===== config.mk =====
export PLATFORM = sky130hd
export DESIGN_NAME = websocket_frame_deframer
export DESIGN_NICKNAME = d
export VERILOG_FILES = /design/src/design/wsd_pkg.sv /design/src/design/wsd_in_stage.sv /design/src/design/wsd_parser.sv /design/src/design/wsd_out_stage.sv /design/src/design/websocket_frame_deframer.sv
export SDC_FILE = /design/constraint.sdc
export NUM_CORES = 1
export LEC_CHECK = 0
export BUFFER_PORTS_ARGS = -buffer_cell sky130_fd_sc_hd__buf_4
export CORE_UTILIZATION = 50
export CTS_CLUSTER_DIAMETER = 50
export DETAILED_ROUTE_END_ITERATION = 6
export GPL_ROUTABILITY_DRIVEN = 0
export GPL_TIMING_DRIVEN = 0
export PLACE_DENSITY = 0.68
export SYNTH_ARGS = -nofsm -noshare
export SYNTH_HDL_FRONTEND = slang
export SYNTH_SLANG_ARGS = --single-unit

===== constraint.sdc =====
create_clock -name clk -period 3.5 [get_ports clk]
set_input_delay 0.35 -clock clk [delete_from_list [all_inputs] [get_ports clk]]
set_output_delay 0.35 -clock clk [all_outputs]
set_load 0.01 [all_outputs]

===== src/design/wsd_pkg.sv =====
// Shared types and codes for the WebSocket frame deframer.
package wsd_pkg;

	// Received byte with its start-of-buffer mark
	typedef struct packed {
		logic [7:0] rx_byte;
		logic       rx_first;
	} in_item_t;

	// Unmasked payload byte or event
	typedef struct packed {
		logic [7:0] out_byte;
		logic [2:0] out_kind;
		logic       out_last;
	} out_item_t;

	// Parser phases
	localparam logic [2:0] PH_IDLE    = 3'd0;
	localparam logic [2:0] PH_LEN1    = 3'd1;
	localparam logic [2:0] PH_EXTLEN  = 3'd2;
	localparam logic [2:0] PH_KEY     = 3'd3;
	localparam logic [2:0] PH_PAYLOAD = 3'd4;

	// Result kinds
	localparam logic [2:0] KIND_PAYLOAD = 3'd0;
	localparam logic [2:0] KIND_PING    = 3'd1;
	localparam logic [2:0] KIND_CLOSE   = 3'd2;
	localparam logic [2:0] KIND_IGNORED = 3'd3;
	localparam logic [2:0] KIND_UNSUP   = 3'd4;
	localparam logic [2:0] KIND_EMPTY   = 3'd5;

	// Opcodes
	localparam logic [3:0] OP_BINARY = 4'h2;
	localparam logic [3:0] OP_CLOSE  = 4'h8;
	localparam logic [3:0] OP_PING   = 4'h9;

	// Seven-bit length escapes
	localparam logic [6:0] LEN_EXT16 = 7'd126;
	localparam logic [6:0] LEN_EXT64 = 7'd127;

	// Header byte counts
	localparam logic [2:0] EXTLEN_BYTES = 3'd2;
	localparam logic [2:0] KEY_BYTES    = 3'd4;

endpackage


===== src/design/wsd_in_stage.sv =====
// Input register stage of the WebSocket frame deframer.
module wsd_in_stage (
	input  logic             clk,
	input  logic             arst_n,
	input  logic             item_valid,
	output logic             item_stall,
	input  wsd_pkg::in_item_t item,
	input  logic             free,
	output logic             valid_s1,
	output wsd_pkg::in_item_t item_s1
);
	import wsd_pkg::*;

	// Stall only while a held byte cannot move on
	assign item_stall = valid_s1 && !free;

	// Capture a new transaction, or drain when the parser takes the held one
	always_ff @(posedge clk or negedge arst_n) begin
		if (!arst_n) begin
			valid_s1 <= 1'b0;
		end else if (item_valid && !item_stall) begin
			valid_s1 <= 1'b1;
		end else if (free) begin
			valid_s1 <= 1'b0;
		end
	end

	// Hold payload
	always_ff @(posedge clk) begin
		if (item_valid && !item_stall) begin
			item_s1 <= item;
		end
	end
endmodule


===== src/design/wsd_parser.sv =====
// Header parser and payload unmasking for the WebSocket frame deframer.
module wsd_parser (
	input  logic              clk,
	input  logic              arst_n,
	input  logic              step,
	input  wsd_pkg::in_item_t item,
	output logic              emit,
	output wsd_pkg::out_item_t result
);
	import wsd_pkg::*;

	logic [2:0]  phase_q, phase_d;
	logic [3:0]  opcode_q, opcode_d;
	logic        final_q, final_d;
	logic        masked_q, masked_d;
	logic [15:0] len_q, len_d;
	logic [2:0]  hcnt_q, hcnt_d;
	logic [15:0] pcnt_q, pcnt_d;
	logic [31:0] key_q, key_d;

	// Compute one parser step on the held byte
	always_comb begin
		logic [7:0] b;
		logic [6:0] len7;
		logic       done;
		logic       ev;
		logic [2:0] ev_kind;
		logic [7:0] kb;
		logic       last;

		b        = item.rx_byte;
		len7     = b[6:0];
		done     = 1'b0;
		ev       = 1'b0;
		ev_kind  = KIND_IGNORED;
		kb       = 8'd0;
		last     = 1'b0;
		phase_d  = phase_q;
		opcode_d = opcode_q;
		final_d  = final_q;
		masked_d = masked_q;
		len_d    = len_q;
		hcnt_d   = hcnt_q;
		pcnt_d   = pcnt_q;
		key_d    = key_q;
		emit     = 1'b0;
		result   = '0;

		if (item.rx_first) begin
			// Restart on a buffer start
			final_d  = b[7];
			opcode_d = b[3:0];
			masked_d = 1'b0;
			len_d    = 16'd0;
			hcnt_d   = 3'd0;
			pcnt_d   = 16'd0;
			key_d    = 32'd0;
			phase_d  = PH_LEN1;
		end else begin
			case (phase_q)
				PH_LEN1: begin
					masked_d = b[7];
					if (!final_q) begin
						ev = 1'b1; ev_kind = KIND_IGNORED;
					end else if (opcode_q == OP_PING) begin
						ev = 1'b1; ev_kind = KIND_PING;
					end else if (opcode_q == OP_CLOSE) begin
						ev = 1'b1; ev_kind = KIND_CLOSE;
					end else if (opcode_q != OP_BINARY) begin
						ev = 1'b1; ev_kind = KIND_IGNORED;
					end else if (len7 == LEN_EXT64) begin
						ev = 1'b1; ev_kind = KIND_UNSUP;
					end else if (len7 == LEN_EXT16) begin
						len_d   = 16'd0;
						hcnt_d  = 3'd0;
						phase_d = PH_EXTLEN;
					end else begin
						len_d = {9'd0, len7};
						done  = 1'b1;
					end
				end
				PH_EXTLEN: begin
					// Shift in big-endian length bytes
					len_d  = {len_q[7:0], b};
					hcnt_d = hcnt_q + 3'd1;
					if (hcnt_d >= EXTLEN_BYTES) begin
						done = 1'b1;
					end
				end
				PH_KEY: begin
					// Place key byte by arrival order
					case (hcnt_q[1:0])
						2'd0:    key_d = key_q | {24'd0, b};
						2'd1:    key_d = key_q | {16'd0, b, 8'd0};
						2'd2:    key_d = key_q | {8'd0, b, 16'd0};
						default: key_d = key_q | {b, 24'd0};
					endcase
					hcnt_d = hcnt_q + 3'd1;
					if (hcnt_d >= KEY_BYTES) begin
						if (len_q == 16'd0) begin
							ev = 1'b1; ev_kind = KIND_EMPTY;
						end else begin
							phase_d = PH_PAYLOAD;
						end
					end
				end
				PH_PAYLOAD: begin
					// Unmask with key byte (index mod 4)
					case (pcnt_q[1:0])
						2'd0:    kb = key_q[7:0];
						2'd1:    kb = key_q[15:8];
						2'd2:    kb = key_q[23:16];
						default: kb = key_q[31:24];
					endcase
					pcnt_d = pcnt_q + 16'd1;
					last   = (pcnt_d == len_q);
					if (last) begin
						phase_d = PH_IDLE;
					end
					emit            = 1'b1;
					result.out_byte = b ^ kb;
					result.out_kind = KIND_PAYLOAD;
					result.out_last = last;
				end
				default: begin
					phase_d = PH_IDLE;
				end
			endcase
		end

		// Length complete: go to key, payload, or report empty frame
		if (done) begin
			pcnt_d = 16'd0;
			hcnt_d = 3'd0;
			if (masked_d) begin
				key_d   = 32'd0;
				phase_d = PH_KEY;
			end else if (len_d == 16'd0) begin
				ev = 1'b1; ev_kind = KIND_EMPTY;
			end else begin
				phase_d = PH_PAYLOAD;
			end
		end

		// Drop the frame after an event
		if (ev) begin
			phase_d         = PH_IDLE;
			emit            = 1'b1;
			result.out_byte = 8'd0;
			result.out_kind = ev_kind;
			result.out_last = 1'b1;
		end
	end

	// Advance parser state when a byte is taken
	always_ff @(posedge clk or negedge arst_n) begin
		if (!arst_n) begin
			phase_q  <= PH_IDLE;
			opcode_q <= 4'd0;
			final_q  <= 1'b0;
			masked_q <= 1'b0;
			len_q    <= 16'd0;
			hcnt_q   <= 3'd0;
			pcnt_q   <= 16'd0;
			key_q    <= 32'd0;
		end else if (step) begin
			phase_q  <= phase_d;
			opcode_q <= opcode_d;
			final_q  <= final_d;
			masked_q <= masked_d;
			len_q    <= len_d;
			hcnt_q   <= hcnt_d;
			pcnt_q   <= pcnt_d;
			key_q    <= key_d;
		end
	end
endmodule


===== src/design/wsd_out_stage.sv =====
// Result register of the WebSocket frame deframer.
module wsd_out_stage (
	input  logic               clk,
	input  logic               arst_n,
	input  logic               step,
	input  logic               emit,
	input  wsd_pkg::out_item_t result_d,
	output logic               free,
	output logic               result_valid,
	input  logic               result_stall,
	output wsd_pkg::out_item_t result
);
	import wsd_pkg::*;

	// Slot takes a new result when empty or being read this cycle
	assign free = !result_valid || !result_stall;

	// Load or drain the valid flag
	always_ff @(posedge clk or negedge arst_n) begin
		if (!arst_n) begin
			result_valid <= 1'b0;
		end else if (free) begin
			result_valid <= step && emit;
		end
	end

	// Hold payload until taken
	always_ff @(posedge clk) begin
		if (free && step && emit) begin
			result <= result_d;
		end
	end
endmodule


===== src/design/websocket_frame_deframer.sv =====
// Top level of the WebSocket frame deframer.
// Usage:
//   item channel: one received byte per transaction (rx_byte) with rx_first
//   marking the start of a frame buffer; rx_first always restarts the parser.
//   result channel: unmasked payload bytes of final binary frames (kind 0,
//   out_last on the last byte) and single events for ping, close, ignored
//   frames, unsupported 64-bit lengths and empty binary frames.
// Path: input register, then parser into the result register.
// Throughput: one byte per cycle while the result register is not
//   stalled; header bytes yield no result, so the result rate is at
//   most one per cycle, set by the single parser step.
// Reset: arst_n clears both stage valid flags and returns the parser to
//   waiting for a first byte; bytes without rx_first are then dropped.
// Backpressure: while result_stall holds a full result register, the
//   parser holds, and item_stall rises once the input register is full;
//   nothing is lost or repeated.
module websocket_frame_deframer (
	input  logic               clk,
	input  logic               arst_n,
	input  logic               item_valid,
	output logic               item_stall,
	input  wsd_pkg::in_item_t  item,
	output logic               result_valid,
	input  logic               result_stall,
	output wsd_pkg::out_item_t result
);
	import wsd_pkg::*;

	logic      free;
	logic      valid_s1;
	in_item_t  item_s1;
	logic      step;
	logic      emit;
	out_item_t result_d;

	// Parser runs when a byte is held and the result slot can take it
	assign step = valid_s1 && free;

	wsd_in_stage u_in (
		.clk        (clk),
		.arst_n     (arst_n),
		.item_valid (item_valid),
		.item_stall (item_stall),
		.item       (item),
		.free       (free),
		.valid_s1   (valid_s1),
		.item_s1    (item_s1)
	);

	wsd_parser u_parser (
		.clk    (clk),
		.arst_n (arst_n),
		.step   (step),
		.item   (item_s1),
		.emit   (emit),
		.result (result_d)
	);

	wsd_out_stage u_out (
		.clk          (clk),
		.arst_n       (arst_n),
		.step         (step),
		.emit         (emit),
		.result_d     (result_d),
		.free         (free),
		.result_valid (result_valid),
		.result_stall (result_stall),
		.result       (result)
	);

	// Events always close the frame with a zero byte
	a_event_last: assert property (@(posedge clk) disable iff (!arst_n)
		result_valid && result.out_kind != KIND_PAYLOAD
			|-> result.out_last && result.out_byte == 8'd0)
		else $error("event result without last or with nonzero byte");

	// Input stalls only behind a blocked result register
	a_stall_cause: assert property (@(posedge clk) disable iff (!arst_n)
		item_stall |-> valid_s1 && result_valid && result_stall)
		else $error("input stalled without output backpressure");

	// Result kind stays within the defined codes
	a_kind_range: assert property (@(posedge clk) disable iff (!arst_n)
		result_valid |-> result.out_kind <= KIND_EMPTY)
		else $error("result kind out of range");

	// A result appears only after the parser stepped
	a_result_source: assert property (@(posedge clk) disable iff (!arst_n)
		$rose(result_valid) |-> $past(step && emit))
		else $error("result appeared without a parser step");
endmodule

== Yosys cells after proc, flatten, opt, wreduce, memory -nomap -nowiden ==
Index checks and enable logic that the tools add are counted.

* Register bits after elaboration: 99
* Bits in latches: 0
* RAM bits: 0
* Memory bits (read-only): 0
* Bits of input ports: 13
* Output and inout bits: 14
* Memories: 0

* Add/sub/neg operators: 2
* $mul: 0
* Divide/modulo/power cells: 0
* Magnitude comparators: 2
* Equality and inequality tests: 20
* Shift operators: 0
* Mux-type cells: 86
* Bitwise operators: 6
* Reductions and logical operators: 23

{| class="wikitable"
|+ Operators with widths
! cell !! number
|-
| two-way mux 16 bit || 9
|-
| two-way mux 32 bit || 4
|-
| two-way mux 3 bit || 33
|-
| case mux 32 bit (3 select lines) || 1
|-
| zero test 16 bit || 2
|-
| bitwise OR 32 x 16 -> 32 bit || 1
|-
| bitwise OR 32 x 24 -> 32 bit || 1
|-
| bitwise OR 32 bit || 1
|-
| bitwise OR 32 x 8 -> 32 bit || 1
|-
| case mux 16 bit (2 select lines) || 1
|-
| two-way mux 1 bit || 27
|-
| case mux 8 bit (3 select lines) || 1
|-
| adder 16 x 1 -> 16 bit (second input constant) || 1
|-
| == test 16 bit || 1
|-
| two-way mux 8 bit || 2
|-
| inequality test 4 bit (second input constant) || 4
|-
| == test 7 bit (second input constant) || 2
|-
| inequality test 4 x 2 -> 1 bit (second input constant) || 3
|-
| case mux 3 bit (2 select lines) || 2
|-
| case mux 3 bit (4 select lines) || 1
|-
| == test 4 bit (second input constant) || 2
|-
| two-way mux 4 bit || 2
|-
| AND reduction 8 bit || 1
|-
| XOR 8 bit || 1
|-
| 21 further kinds || 35
|}

== Depth between registers and ports, before layout ==
* Depth after elaboration: 15
* Depth in mapped cells: 9
* Mapped depth without buffers: 8

== Hierarchy ==
From an unflattened synthesis, not the netlist that was laid out.

* Cell total of the unflattened synthesis: 543
* Area total of the unflattened synthesis: 5417.7 um^2

{| class="wikitable"
|+ Modules (own cells, without submodules)
! module !! times used !! cells an instance !! area an instance (um^2) !! sequential area each (um^2)
|-
| wsd_parser || 1 || 511 || 4682.0 || 1901.8
|-
| wsd_out_stage || 1 || 17 || 401.6 || 385.4
|-
| wsd_in_stage || 1 || 14 || 327.8 || 295.3
|-
| websocket_frame_deframer || 1 || 1 || 6.3 || 0.0
|}

== Least setup slack after synthesis ==
OpenSTA, ideal clock, no wires.

* Kind: reg-to-reg
* From: register u_parser.hcnt_q[0]
* To: register, netlist name u_out.result[0]
* Setup time: 0.388 ns
* Arrival: 2.357 ns
* Data required time: 3.112 ns
* Path slack: 0.754 ns
* Cell stages (with the launch flop): 8
* Buffers on the path: 0
* Clock period less this slack: 2.746 ns
* Cells stage by stage: dfrtp_1 > ha_1 > xor2_1 > nor3_1 > o22ai_4 > nor4b_4 > nand3_1 > a31oi_1

* Cells in the longest elaborated chain, start to end: 10
* Elaborated cells on any way between the ends: 14
* Classes of those cells: 1 x add/sub; 2 x order compare; 10 x mux; 1 x reduce/logical

{| class="wikitable"
|+ Ends and longest elaborated chain
! element !! line !! RTL
|-
| from (decl) || wsd_parser.sv:17 || <nowiki>logic [2:0] hcnt_q, hcnt_d;</nowiki>
|-
| from (signal assigned) || wsd_parser.sv:172 || <nowiki>hcnt_q <= hcnt_d;</nowiki>
|-
| adder 3 x 1 -> 3 bit * || wsd_parser.sv:85, wsd_parser.sv:98 ||
|-
| greater-or-equal comparator 3 bit || wsd_parser.sv:99 || <nowiki>if (hcnt_d >= KEY_BYTES) begin</nowiki>
|-
| two-way mux 1 bit || wsd_parser.sv:99 ||
|-
| case mux 1 bit (2 select lines) || wsd_parser.sv:60 || <nowiki>case (phase_q)</nowiki>
|-
| two-way mux 1 bit || wsd_parser.sv:49 || <nowiki>if (item.rx_first) begin</nowiki>
|-
| two-way mux 1 bit || wsd_parser.sv:138 || <nowiki>end else if (len_d == 16'd0) begin</nowiki>
|-
| two-way mux 1 bit || wsd_parser.sv:135 || <nowiki>if (masked_d) begin</nowiki>
|-
| two-way mux 1 bit * || wsd_parser.sv:132 || <nowiki>if (done) begin</nowiki>
|-
| two-way mux 1 bit * || wsd_parser.sv:146 || <nowiki>if (ev) begin</nowiki>
|-
| logical AND 1 bit * || wsd_out_stage.sv:29 || <nowiki>if (free && step && emit) begin</nowiki>
|}

Mark *: on every way between the ends. The rest lies on a longest branch, timed or not.
A chain may end at the register's enable or synchronous reset.

== Final worst setup path ==
* From: register u_parser.hcnt_q[0]
* To: register, netlist name u_out.result[8]

* Cells in the longest elaborated chain, start to end: 10
* Elaborated cells on any way between the ends: 14
* Classes of those cells: 1 x add/sub; 2 x order compare; 10 x mux; 1 x reduce/logical

{| class="wikitable"
|+ Ends and longest elaborated chain
! element !! line
|-
| adder 3 x 1 -> 3 bit * || wsd_parser.sv:85, wsd_parser.sv:98
|-
| greater-or-equal comparator 3 bit || wsd_parser.sv:99
|-
| two-way mux 1 bit || wsd_parser.sv:99
|-
| case mux 1 bit (2 select lines) || wsd_parser.sv:60
|-
| two-way mux 1 bit || wsd_parser.sv:49
|-
| two-way mux 1 bit || wsd_parser.sv:138
|-
| two-way mux 1 bit || wsd_parser.sv:135
|-
| two-way mux 1 bit * || wsd_parser.sv:132
|-
| two-way mux 1 bit * || wsd_parser.sv:146
|-
| logical AND 1 bit * || wsd_out_stage.sv:29
|}

Marks and branches as above.

==> flow_metrics.py <==
metrics = {
    "run_status": {
        "run_status": "finished clean",
    },
    "synthesis": {
        "ys_ff_latch": 99,
        "syn-instance-count": 594,
        "synth_top_family_by_area": "compound AO/OA/AOI/OAI gates",
        "synth_mux_area_frac": 0.0154,
        "ys_top_cells_by_area": "dfrtp_1 (34%), edfxtp_1 (11%), nand2_1 (3.8%)",
        "synthAdderAreaFrac": 0.0173,
        "synth_xor_area_frac": 0.0409,
        "synth_top_area_share": 0.338,
        "synth_edf_count": 21,
        "syn_area_mm2": 0.00578,
        "seq_area_frac_synth": 0.447,
        "synth_compound_area_frac": 0.252,
        "synth_nets": 615,
        "ys_types": 76,
        "synthArstFlopShare": 0.788,
        "yosys.area_share.simple": 0.173,
        "avgSynthCellArea_um2": 9.73,
        "synth-warning-count": 0,
        "yosysTopAreaCell": "dfrtp_1",
        "synth_flop_cell": "dfrtp_1",
    },
    "global_route": {
        "gr-usage-all-layers": 0.294,
        "busiest_layer": "met2",
        "grt_max_degree": 79,
        "grt_pass1_wl_mm": 26.1,
        "grt_use_met3": 0.0694,
        "grt_util_met2": 0.446,
        "antenna_found_initial": 0,
        "overflow": 0,
        "grtUsageMet1": 0.399,
        "grt_pass1_vias": 4828,
    },
    "cells_and_area": {
        "final_common_cell": "dfrtp_1",
        "multi_input_area_mm2": 0.00290,
        "nets": 652,
        "n_fill_cell": 936,
        "n_antenna_cell": 0,
        "area_growth_pct": 11.8,
        "ff_latch_area_mm2": 0.00258,
        "finish.instance_area_mm2": 0.00646,
        "final_cell_mix": "dfrtp_1 (78), nand2_1 (58), o21ai_0 (40)",
        "layout-drive-gt1-share": 0.146,
    },
    "critical_path": {
        "worstPathArrival_ps": 3210,
        "crit_fanout": 12,
        "cp.required_ps": 3490,
        "crit_path_end_kind": "flip-flop",
        "startpoint_type": "flip-flop",
        "worst-setup-path-type": "reg -> reg",
        "worstPathCellList": "ha_1 > xor2_1 > nor3_1 > o22ai_4 > nor4b_4 > nand3_1 > a31oi_2",
        "cp_slowest_cell": "a31oi_2",
        "critPathMaxStageDelay_ps": 790,
    },
    "job": {
        "drv_cap": 0,
    },
    "sta": {
        "period_share": 0.921,
        "slew_violations": 0,
        "layout_min_cycle_time_ps": 3220,
        "final-hold-violation-count": 0,
        "fmax_mhz": 310,
        "rsz0062_at_grt": "false",
        "finalSetupViolCount": 0,
        "tns_ps": 0,
        "tightest_slew_ps": 1110,
        "whs_ps": 146,
        "clock_skew_ps": 5.90,
        "fin_ws_ps": 276,
        "slew_headroom": 0.254,
    },
    "floorplan": {
        "start_util": 0.524,
        "die_x_um": 110,
        "core_area_mm2": 0.0110,
        "die_h_um": 110,
        "die_area_mm2": 0.0120,
        "top_level_ports": 27,
        "rows": 38,
    },
    "route": {
        "vias": 5134,
        "viasPerCell": 6.62,
        "drt-total-wl_mm": 16.5,
        "wire_per_inst_um": 21.2,
        "route.detailed.drc": 0,
        "ant_nets": 0,
        "drtIter0Drc": 692,
        "drtPass1Iterations": 7,
    },
    "clock_tree": {
        "cts.sinks": 99,
        "clk_pin_slew_worst_paths_ps": 70,
        "tritoncts": "done",
        "clock_latency_ps": 360,
        "clock_path_buffers": 2,
        "numCtsBuffers": 9,
        "cts_hold_buffers": 0,
        "clockRootBuffer": "clkbuf_16",
        "htreeDepth": 3,
    },
    "power_and_ir_drop": {
        "ir_drop_uv": 514,
        "cellLeakagePower_nw": 2.54,
        "power_per_cell_area_mw_per_mm2": 504,
    },
    "placed_design": {
        "hpwlAfterDp_mm": 11.2,
        "placed_area_mm2": 0.00616,
        "place_ws_ps": 54.8,
        "io_buffers": 26,
    },
    "hold_path": {
        "worstHoldPathType": "in -> async",
    },
}
## power breakdown
part	internal, mW	switching, mW
clock	0.560	0.464
sequential	1.28	0.116
combinational	0.330	0.514
total	2.17	1.09
## sequential cells by signal (all words and copies together) (netlist names), 3 cells and up
register	cells
u_parser.pcnt_q	16
u_parser.len_q	16
u_parser.hcnt_q	3
u_parser.opcode_q	4
u_in.item_s1	9
u_parser.key_q	32
u_parser.phase_q	3
u_out.result	12
## cells in the mapped netlist, types with 7 or more instances
| cell | count |
|---|---|
| and2_1 | 7 |
| xor2_1 | 8 |
| o22ai_1 | 8 |
| nor4_1 | 9 |
| ha_1 | 8 |
| buf_2 | 18 |
| a31oi_1 | 9 |
| xnor2_1 | 19 |
| o21ai_0 | 40 |
| nor3_1 | 12 |
| inv_1 | 19 |
| nand4_1 | 12 |
| nor2_1 | 35 |
| a21oi_1 | 9 |
| mux2_2 | 7 |
| nand3_1 | 11 |
| edfxtp_1 | 21 |
| a22o_1 | 16 |
| a22oi_1 | 15 |
| a222oi_1 | 8 |
| a41oi_1 | 10 |
| clkbuf_1 | 23 |
| nand2_1 | 58 |
| a211oi_1 | 13 |
| dfrtp_1 | 78 |
| o31ai_1 | 17 |
## critical path: cells and delay by family, from the launching register on
kind | cells | cell delay (ps)
DFF | 1 | 430
and+or+nand+nor | 3 | 720
xor gates and xnor gates | 1 | 300
adders and majority gates | 1 | 290
AOI/OAI and AO/OA | 2 | 1090
## logic make-up after synthesis
group,Yosys count
xor+xnor,27
flops,99
buf+inv,71
simple gates,187
compound gates,194
mux,8
fa+ha+maj,8
## worst paths after layout
kind	endpoint	from	slack [ps]	cells past startpoint
max	u_out.result[8]	u_parser.hcnt_q[0]	280	7
max reg2reg	u_out.result[8]	u_parser.hcnt_q[0]	280	7
max in group asynchronous	u_parser.phase_q[1]	arst_n	2690	1
min	u_parser.pcnt_q[6]	arst_n	150	1
min in group clk	u_in.item_s1[5]	item[5]	160	1
min reg2reg	u_parser.key_q[23]	u_parser.key_q[23]	500	1
## timing repair
action | in CTS | in global routing
endpoints found under the setup margin | 0 | 12
buffers inserted | 0 | 0
gates resized for setup | 0 | 1
## layer usage
layer,up-vias,routed length (um),part of all wire
li1,2341,-,-
met1,2468,7120,0.43
met2,282,7390,0.45
met3,43,1430,0.087
met4,0,510,0.031
met5,-,0,0
## per-stage QoR
step | total power [mW] | utilization | std cells
final | 3.26 | 0.586 | 776
after global routing | 3.41 | 0.586 | 776
after CTS | 3.26 | 0.585 | 776
after detailed placement | 2.23 | 0.558 | 760
after global placement | 2.21 | 0.558 | 760
after floorplan | 1.96 | - | 594
## final cells by class
type                       instances  share of cell area
inverter                          19              0.0110
timing repair buffer              26              0.0302
clock inverter                     7              0.0116
multi-input combinational        424               0.448
buffer                            52              0.0370
clock buffer                       9              0.0349
tap                              140              0.0271
sequential                        99               0.400
Power figures use the tool's default switching activity.
